`src/sv/shdt_pkg.sv`:
```
package shdt_pkg;

    typedef enum logic [1:0] {
        ACT_GET = 2'd0,
        ACT_SET = 2'd1,
        ACT_DEL = 2'd2,
        ACT_NONE = 2'd3
    } action_t;

    localparam logic [1:0] ST_OK = 2'd0;
    localparam logic [1:0] ST_NOT_FOUND = 2'd1;
    localparam logic [1:0] ST_FULL = 2'd2;

    localparam logic [63:0] SIP_C0 = 64'h736f6d6570736575;
    localparam logic [63:0] SIP_C1 = 64'h646f72616e646f6d;
    localparam logic [63:0] SIP_C2 = 64'h6c7967656e657261;
    localparam logic [63:0] SIP_C3 = 64'h7465646279746573;

    typedef struct packed {
        logic [1:0]  action;
        logic [63:0] lookup_key;
        logic [63:0] new_value;
    } req_t;

    typedef struct packed {
        logic [1:0]  status;
        logic [63:0] found_value;
        logic [10:0] entry_count;
    } rsp_t;

    typedef struct packed {
        logic [63:0] v0;
        logic [63:0] v1;
        logic [63:0] v2;
        logic [63:0] v3;
    } sip_state_t;

    function automatic logic [63:0] rotl(input logic [63:0] x, input int b);
        rotl = (x << b) | (x >> (64 - b));
    endfunction

    function automatic sip_state_t sip_round(input sip_state_t s);
        sip_state_t t;
        t = s;
        t.v0 = t.v0 + t.v1; t.v1 = rotl(t.v1, 13); t.v1 = t.v1 ^ t.v0;
        t.v0 = rotl(t.v0, 32);
        t.v2 = t.v2 + t.v3; t.v3 = rotl(t.v3, 16); t.v3 = t.v3 ^ t.v2;
        t.v0 = t.v0 + t.v3; t.v3 = rotl(t.v3, 21); t.v3 = t.v3 ^ t.v0;
        t.v2 = t.v2 + t.v1; t.v1 = rotl(t.v1, 17); t.v1 = t.v1 ^ t.v2;
        t.v2 = rotl(t.v2, 32);
        sip_round = t;
    endfunction

endpackage

```
`src/sv/shdt_sip.sv`:
```
// SipHash-2-4 over one 64-bit message word, one SipRound per cycle.
module shdt_sip
    import shdt_pkg::*;
#(
    parameter int KEY_BYTES = 8
)
(
    input  logic        clk,
    input  logic        rst_n,
    input  logic        start,
    input  logic [63:0] key,
    input  logic [63:0] k0,
    input  logic [63:0] k1,
    output logic        done,
    output logic [63:0] hash
);
    localparam logic [63:0] LEN_WORD = 64'(KEY_BYTES) << 56;
    localparam logic [63:0] KEY_MASK =
        (KEY_BYTES >= 8) ? {64{1'b1}} : ((64'd1 << (8 * KEY_BYTES)) - 64'd1);

    sip_state_t  st_reg, st_next;
    logic [3:0]  step_reg, step_next;
    logic        run_reg, run_next;
    logic [63:0] m0_reg, m1_reg;
    logic        two_blk;
    sip_state_t  rnd;

    assign two_blk = (KEY_BYTES >= 8);
    assign rnd = sip_round(st_reg);

    // steps: 0,1 block0 rounds; 2,3 block1 rounds; 4..7 finalization
    always_comb
    begin
        st_next = st_reg;
        step_next = step_reg;
        run_next = run_reg;
        done = 1'b0;
        if (start)
        begin
            st_next.v0 = k0 ^ SIP_C0;
            st_next.v1 = k1 ^ SIP_C1;
            st_next.v2 = k0 ^ SIP_C2;
            st_next.v3 = k1 ^ SIP_C3 ^ (two_blk ? (key & KEY_MASK) : (LEN_WORD | (key & KEY_MASK)));
            step_next = two_blk ? 4'd0 : 4'd2;
            run_next = 1'b1;
        end
        else if (run_reg)
        begin
            st_next = rnd;
            step_next = step_reg + 4'd1;
            if (step_reg == 4'd1)
            begin
                st_next.v0 = rnd.v0 ^ m0_reg;
                st_next.v3 = rnd.v3 ^ m1_reg;
            end
            else if (step_reg == 4'd3)
            begin
                st_next.v0 = rnd.v0 ^ m1_reg;
                st_next.v2 = rnd.v2 ^ 64'hff;
            end
            else if (step_reg == 4'd7)
            begin
                run_next = 1'b0;
                done = 1'b1;
            end
        end
    end

    assign hash = rnd.v0 ^ rnd.v1 ^ rnd.v2 ^ rnd.v3;

    always_ff @(posedge clk or negedge rst_n)
    begin
        if (!rst_n)
        begin
            run_reg <= 1'b0;
            step_reg <= 4'd0;
        end
        else
        begin
            run_reg <= run_next;
            step_reg <= step_next;
        end
    end

    always_ff @(posedge clk)
    begin
        st_reg <= st_next;
        if (start)
        begin
            m0_reg <= key & KEY_MASK;
            m1_reg <= two_blk ? LEN_WORD : (LEN_WORD | (key & KEY_MASK));
        end
    end

endmodule

```
`config.mk`:
```
export PLATFORM = sky130hd
export DESIGN_NAME = shdt_sip
export DESIGN_NICKNAME = d
export VERILOG_FILES = /design/src/sv/shdt_pkg.sv /design/src/sv/shdt_sip.sv
export SDC_FILE = /design/constraint.sdc
export NUM_CORES = 1
export LEC_CHECK = 0
export ABC_AREA = 0
export BUFFER_PORTS_ARGS = -buffer_cell sky130_fd_sc_hd__buf_2
export CELL_PAD_IN_SITES_DETAIL_PLACEMENT = 1
export CELL_PAD_IN_SITES_GLOBAL_PLACEMENT = 1
export CORE_UTILIZATION = 30
export DETAILED_ROUTE_END_ITERATION = 8
export PLACE_DENSITY_LB_ADDON = 0.1
export SLEW_MARGIN = 25
export SYNTH_ARGS = -nofsm -noshare
export SYNTH_HDL_FRONTEND = slang
export SYNTH_SLANG_ARGS = --single-unit
```
`constraint.sdc`:
```
create_clock -name clk -period 6.3 [get_ports clk]
set_input_delay 0 -clock clk [delete_from_list [all_inputs] [get_ports clk]]
set_output_delay 0 -clock clk [all_outputs]
set_load 0.05 [all_outputs]
```
==> out/qor.yml, run 1 <==
slew-limit-headroom_pct: 21.9
final_max_slew_viol_count: 0
cts_max_path_buffers: 3
synthesis.yosys.warnings: 0
detailedPlacementHpwl_um: 216000
drt_iter0_drc: 4794
timing.critical_path.from: "st_reg[133]"
crit_slowest_cell: "sky130_fd_sc_hd__a311o_2"
cts.clk_slew.worst_paths_ns: 0.06
crit_path_end: "hash[58]"
final_non_filler_cell_area_um2: 60100
worst-slew-pin-transition_ns: 1.17
gpl.final_weighted_congestion: 1.08
synth_largest_area_cell: "sky130_fd_sc_hd__edfxtp_1"
area.sequential_um2: 9730
port_buffers: 259
global_route.usage.total_pct: 43.6
cts-root-buf: "sky130_fd_sc_hd__clkbuf_16"
cts.htree.levels: 2
layout_setup_ws_ns: -0.622
cap_violations: 0
seq_total_area_yosys_pct: 28.7
violations: "negative setup slack"
grt_pass1_vias: 39900
start_util_pct: 30.4
drt-wirelength-per-cell_um: 35.2
tns_setup_ns: -29.74
synth-seq-cells: 325
fin_worst_skew_ns: 0.0443
worst_ep_required_time_ns: 6.30
rr_worst_depth: 29
synth_area_um2: 33900
core_area_um2: 111000
clock_insertion_delay_worst_skew_ns: 0.68
crit_path_start_kind: "flip-flop"
largest_reg_flops: 256
timing.critical_path.to_type: "output pin"
drtAntennaViolNets: 0
path_common_cell: "sky130_fd_sc_hd__buf_6"
post-synth-top-area-fraction_pct: 28.4
multiInputGateArea_um2: 28200
status: "finished with violations"
x_dimension_of_the_die_um: 338
vias: 41100
fillCellCount: 12400
drt_wl_total_um: 258000
average_cell_area_after_synthesis_um2: 8.99
antenna_found_initial: 27
std_cell_rows: 122
setup.worst_path.class: "reg2out"
cpLargestDelayFamily: "compound AO/OA/AOI/OAI gates"
slowest_delay_ns: 0.56
fin_crit_sh_pct: 110
design.die.area_um2: 114000
synthDistinctLibCells: 98
final-setup-viol-count: 117
cts_sinks: 325
finalHoldViolCount: 0
grt_first_pass_wirelength_um: 334000
cp_num_buf_inv: 6
grt_overflow: 0
placed_cells_incl_taps: 6833
synth_enable_flop_cells: 320
grt_start_max_net_pins: 140
ratio_of_cells_with_drive_above_1_in_the_final_layout_pct: 46.3
timing.rr.start: "st_reg[203]"
layout.nets: 6250
detailed_place.area_um2: 49100
layout-area-overhead-vs-synth_pct: 77.4
rrSetupSlack_ns: -0.33
whs_ns: 0.0310
class_of_the_worst_hold_path: "in2reg"
maxClockFrequency_mhz: 144
cts_tree: "yes"
synth_cells: 3765
yosys-top-cells-count: "sky130_fd_sc_hd__xnor2_1 (417), sky130_fd_sc_hd__nand2_1 (377), sky130_fd_sc_hd__a21oi_1 (360)"
rsz0062_at_grt: "yes"
chipHeight_um: 338
timing.critical_path.depth: 27
yosysMostFrequentCell: "sky130_fd_sc_hd__xnor2_1"
worstReg2RegEnd: "st_reg[42]"
cts_made_buffers: 44
critical_path_arrival_ns: 6.92
asyncSetResetFlopFracSynth_pct: 1.54
detail_route.vias_per_cell: 5.60
drc_errors: 0
synth.area.top_cells: "sky130_fd_sc_hd__edfxtp_1 (28%), sky130_fd_sc_hd__xnor2_1 (11%), sky130_fd_sc_hd__ha_1 (9.4%)"
ys_dominant_reg_cell: "sky130_fd_sc_hd__edfxtp_1"
synth_fp_nets: 4218
boundaryPins: 260
finish.cell_count_without_fillers: 7334
timing.final.crit_period_ns: 6.92
dr.pass1.iters: 5
critPathMaxFanout: 5
==> area by class of cell <==
type                    instances  share of cell area [%]
flip-flops and latches        325                    16.2
clock inverters                35                   0.687
repair buffers               2165                    30.4
well taps                    1488                    3.10
clock buffers                  47                    1.85
inverters                     107                   0.681
diodes                         13                  0.0541
multi-input cells            3154                    47.0
==> cells in the final DEF, fill, tap and decap left out, types with 38 or more instances in the layout <==
cell type                          n
sky130_fd_sc_hd__buf_4          1510
sky130_fd_sc_hd__nand2_1         366
sky130_fd_sc_hd__edfxtp_1        320
sky130_fd_sc_hd__a21oi_1         286
sky130_fd_sc_hd__xnor2_1         269
sky130_fd_sc_hd__xor2_1          234
sky130_fd_sc_hd__ha_1            198
sky130_fd_sc_hd__dlygate4sd3_1   194
sky130_fd_sc_hd__buf_2           194
sky130_fd_sc_hd__nor2_1          186
sky130_fd_sc_hd__o21ai_0         178
sky130_fd_sc_hd__a21o_1          148
sky130_fd_sc_hd__buf_6           147
sky130_fd_sc_hd__buf_12          108
sky130_fd_sc_hd__xnor2_2         103
sky130_fd_sc_hd__inv_1            99
sky130_fd_sc_hd__nand4_1          69
sky130_fd_sc_hd__nand3_1          57
sky130_fd_sc_hd__a21oi_2          56
sky130_fd_sc_hd__o21ai_1          55
sky130_fd_sc_hd__ha_4             49
sky130_fd_sc_hd__xnor2_4          47
sky130_fd_sc_hd__clkbuf_16        47
sky130_fd_sc_hd__o21bai_1         41
sky130_fd_sc_hd__nor3_1           39
sky130_fd_sc_hd__xnor3_1          38
==> what timing repair did <==
action	in CTS	in global routing
endpoints found under the setup margin	210	180
resized for setup	524	533
hold buffers	194	0
pin swaps	168	301
setup buffers	118	140
hold endpoints to repair	317	0
==> stage by stage <==
| stage | setup WS (ns) | util, % |
|---|---|---|
| after floorplan | 0.110 | - |
| after global placement | -1.20 | 44.1 |
| after detailed placement | -1.23 | 44.1 |
| after CTS | -0.578 | 50.7 |
| after global routing | -0.711 | 54.0 |
| final | -0.622 | 54.0 |
==> worst min path at each step <==
stage	end	start	slack (ns)	cells after the start
floorplan	run_reg	rst_n	-0.30	0
CTS	st_reg[73]	k0[9]	0.02	3
global placement	run_reg	rst_n	-0.17	1
finish	st_reg[73]	k0[9]	0.03	3
detailed placement	step_reg[2]	rst_n	-0.17	1
global route	st_reg[73]	k0[9]	0.05	3
==> metal layers <==
layer / up-vias / wire, um / global-route usage (%)
met1: 20500 / 105000 / 58.0
met4: 16 / 21600 / 29.3
li1: 17700 / - / -
met3: 561 / 26400 / 10.1
met2: 2280 / 105000 / 62.5
met5: - / 101 / 0
==> worst reg2reg max path: cells and delay by family (launching register included) <==
family,cells,cell delay (ns)
compound gates,11,2.31
buf+inv,7,1.04
simple gates,5,0.92
flops,1,0.47
fa+ha+maj,3,0.89
xor+xnor,3,0.70
==> kinds of logic (layout without fill, tap and decap cells) <==
group	Yosys count	in the layout	share of synthesized area, %
AOI/OAI and AO/OA	1102	1102	20.4
xor gates and xnor gates	778	778	22.8
adders and majority gates	258	258	9.62
buffers and inverters	286	2354	3.27
DFF	325	325	28.7
muxes	57	57	1.77
other	0	13	0
and+or+nand+nor	959	959	13.3
Power of run 1 is not shown: default switching activity piles up to over one toggle a cycle in this logic, so the estimate is an artifact.
==> run 2, diff against run 1 <==
SETUP_SLACK_MARGIN = 0.02   (was unset)
==> out/qor.yml, run 2 (synthesis results as in run 1) <==
status: "finished with violations"
violations: "negative setup slack"
detail_route.vias_per_cell: 5.60  # about the same
layout_setup_ws_ns: -0.687  # -0.0650 ns
setup.worst_path.class: "reg2out"
worstReg2RegEnd: "st_reg[42]"
grt_start_max_net_pins: 140  # unchanged
gpl.final_weighted_congestion: 1.08  # unchanged
global_route.usage.total_pct: 43.8  # +0.18 points
fin_crit_sh_pct: 111  # +1.0 points
crit_path_end: "hash[58]"
cts_made_buffers: 44  # unchanged
antenna_found_initial: 25  # -7.4%
timing.critical_path.depth: 27  # unchanged
grt_first_pass_wirelength_um: 335000  # +0.43%
design.die.area_um2: 114000  # unchanged
whs_ns: 0.0703  # +0.0393 ns
maxClockFrequency_mhz: 143  # -0.93%
timing.rr.start: "st_reg[203]"
drt_wl_total_um: 259000  # +0.38%
cap_violations: 0  # unchanged
port_buffers: 259  # unchanged
rsz0062_at_grt: "yes"
timing.critical_path.to_type: "output pin"
grt_overflow: 0  # unchanged
cts.htree.levels: 2  # unchanged
cts.clk_slew.worst_paths_ns: 0.06  # about the same
most_common_cell_after_layout_fill_and_taps_aside: "sky130_fd_sc_hd__buf_4"
largest_reg_flops: 256  # unchanged
clock_insertion_delay_worst_skew_ns: 0.68  # about the same
worst-slew-pin-transition_ns: 1.21  # +0.0393 ns
critPathMaxFanout: 3  # -2
cts-root-buf: "sky130_fd_sc_hd__clkbuf_16"
finalHoldViolCount: 0  # unchanged
fin_worst_skew_ns: 0.0448  # +0.000491 ns
core_area_um2: 111000  # unchanged
class_of_the_worst_hold_path: "in2reg"
vias: 41000  # -0.19%
start_util_pct: 30.4  # unchanged
timing.final.crit_period_ns: 6.99  # +0.0650 ns
cp_num_buf_inv: 6  # unchanged
cpLargestDelayFamily: "simple AND/OR/NAND/NOR gates"
worst_ep_required_time_ns: 6.30  # about the same
layout-area-overhead-vs-synth_pct: 77.5  # about the same
ratio_of_cells_with_drive_above_1_in_the_final_layout_pct: 46.5  # +0.28 points
rrSetupSlack_ns: -0.44  # -0.11 ns
rr_worst_depth: 30  # +3.4%
chipHeight_um: 338  # unchanged
std_cell_rows: 122  # unchanged
path_common_cell: "sky130_fd_sc_hd__buf_6"
detailed_place.area_um2: 49100  # unchanged
layout.nets: 6251  # +0.016%
drt_iter0_drc: 4834  # +0.83%
setup_slack_after_placement_ns: -1.23  # unchanged
mostFrequentLayoutCells: "sky130_fd_sc_hd__buf_4 (1496), sky130_fd_sc_hd__nand2_1 (362), sky130_fd_sc_hd__edfxtp_1 (320)"
drtAntennaViolNets: 0  # unchanged
drc_errors: 0  # unchanged
critical_path_arrival_ns: 6.99  # +0.07 ns
crit_path_start_kind: "flip-flop"
boundaryPins: 260  # unchanged
final_max_slew_viol_count: 0  # unchanged
cts_tree: "yes"
final_non_filler_cell_area_um2: 60100  # about the same
tns_setup_ns: -36.45  # -6.71 ns
drt-wirelength-per-cell_um: 35.4  # +0.48%
detailedPlacementHpwl_um: 216000  # unchanged
cts_max_path_buffers: 3  # unchanged
grt_pass1_vias: 40100  # +0.30%
timing.critical_path.from: "st_reg[151]"
slowest_delay_ns: 0.57  # about the same
cts_sinks: 325  # unchanged
final-setup-viol-count: 133  # +14%
dr.pass1.iters: 5  # unchanged
crit_slowest_cell: "sky130_fd_sc_hd__or4_4"
slew-limit-headroom_pct: 19.6  # -2.4 points
x_dimension_of_the_die_um: 338  # unchanged
run 2: cell count changes in the layout (fill, tap and decap cells not counted), moves of 4 or more:
cell,before,now
sky130_fd_sc_hd__o21ai_1,55,51
sky130_fd_sc_hd__nand2_2,6,13
sky130_fd_sc_hd__xor2_2,34,28
sky130_fd_sc_hd__buf_6,147,162
sky130_fd_sc_hd__xnor2_1,269,263
sky130_fd_sc_hd__a21oi_1,286,282
sky130_fd_sc_hd__diode_2,13,5
sky130_fd_sc_hd__o21ai_2,33,38
sky130_fd_sc_hd__buf_4,1510,1496
sky130_fd_sc_hd__nand2_1,366,362
sky130_fd_sc_hd__xor2_1,234,243
run 2: timing repair:
item | in CTS | in global routing
pin swaps | 197 | 277
setup buffers | 132 | 128
gates resized for setup | 590 | 496
endpoints found under the hold margin | 317 | 0
setup endpoints to repair | 213 | 197
hold buffers | 194 | 0
run 2: layer usage:
metal | routed length [um] | global-route usage [%] | vias to the layer above
met4 | 21400 | 28.9 | 18
met3 | 25100 | 9.35 | 539
met2 | 105000 | 63.0 | 2163
li1 | - | - | 17700
met5 | 111 | 0 | -
met1 | 107000 | 58.7 | 20600
run 2: worst min-delay path, stage by stage:
cell	delay [ns]
sky130_fd_sc_hd__buf_2	0.09
sky130_fd_sc_hd__nand2b_1	0.31
sky130_fd_sc_hd__o21ai_0	0.20
run 2: cell type report:
class                      count  area, um^2
antenna                        5        12.5
clock buffer                  47        1110
clock inverter                35         413
fill                       12300       51200
inverter                     107         412
multi-input combinational   3154       28200
sequential                   325        9730
tap                         1488        1860
timing repair buffer        2166       18400
run 2: through the flow:
| step | utilization [%] | cells |
|---|---|---|
| 2_1_floorplan | - | 3765 |
| 3_3_place_gp | 44.1 | 6833 |
| 3_5_place_dp | 44.1 | 6833 |
| 4_1_cts | 51.0 | 7229 |
| 5_1_grt | 54.0 | 7322 |
| 6_report | 54.0 | 7327 |
run 2: worst min-delay path by stage:
| stage | slack, ns | cells past startpoint | to | from |
|---|---|---|---|---|
| 6_report | 0.07 | 3 | st_reg[73] | k0[9] |
| 5_1_grt | 0.05 | 3 | st_reg[73] | k0[9] |
| 4_1_cts | 0.02 | 3 | st_reg[73] | k0[9] |
| 3_5_place_dp | -0.17 | 1 | step_reg[2] | rst_n |
| 3_3_place_gp | -0.17 | 1 | run_reg | rst_n |
| 2_1_floorplan | -0.30 | 0 | run_reg | rst_n |
Power of run 2 is left out for the same reason.
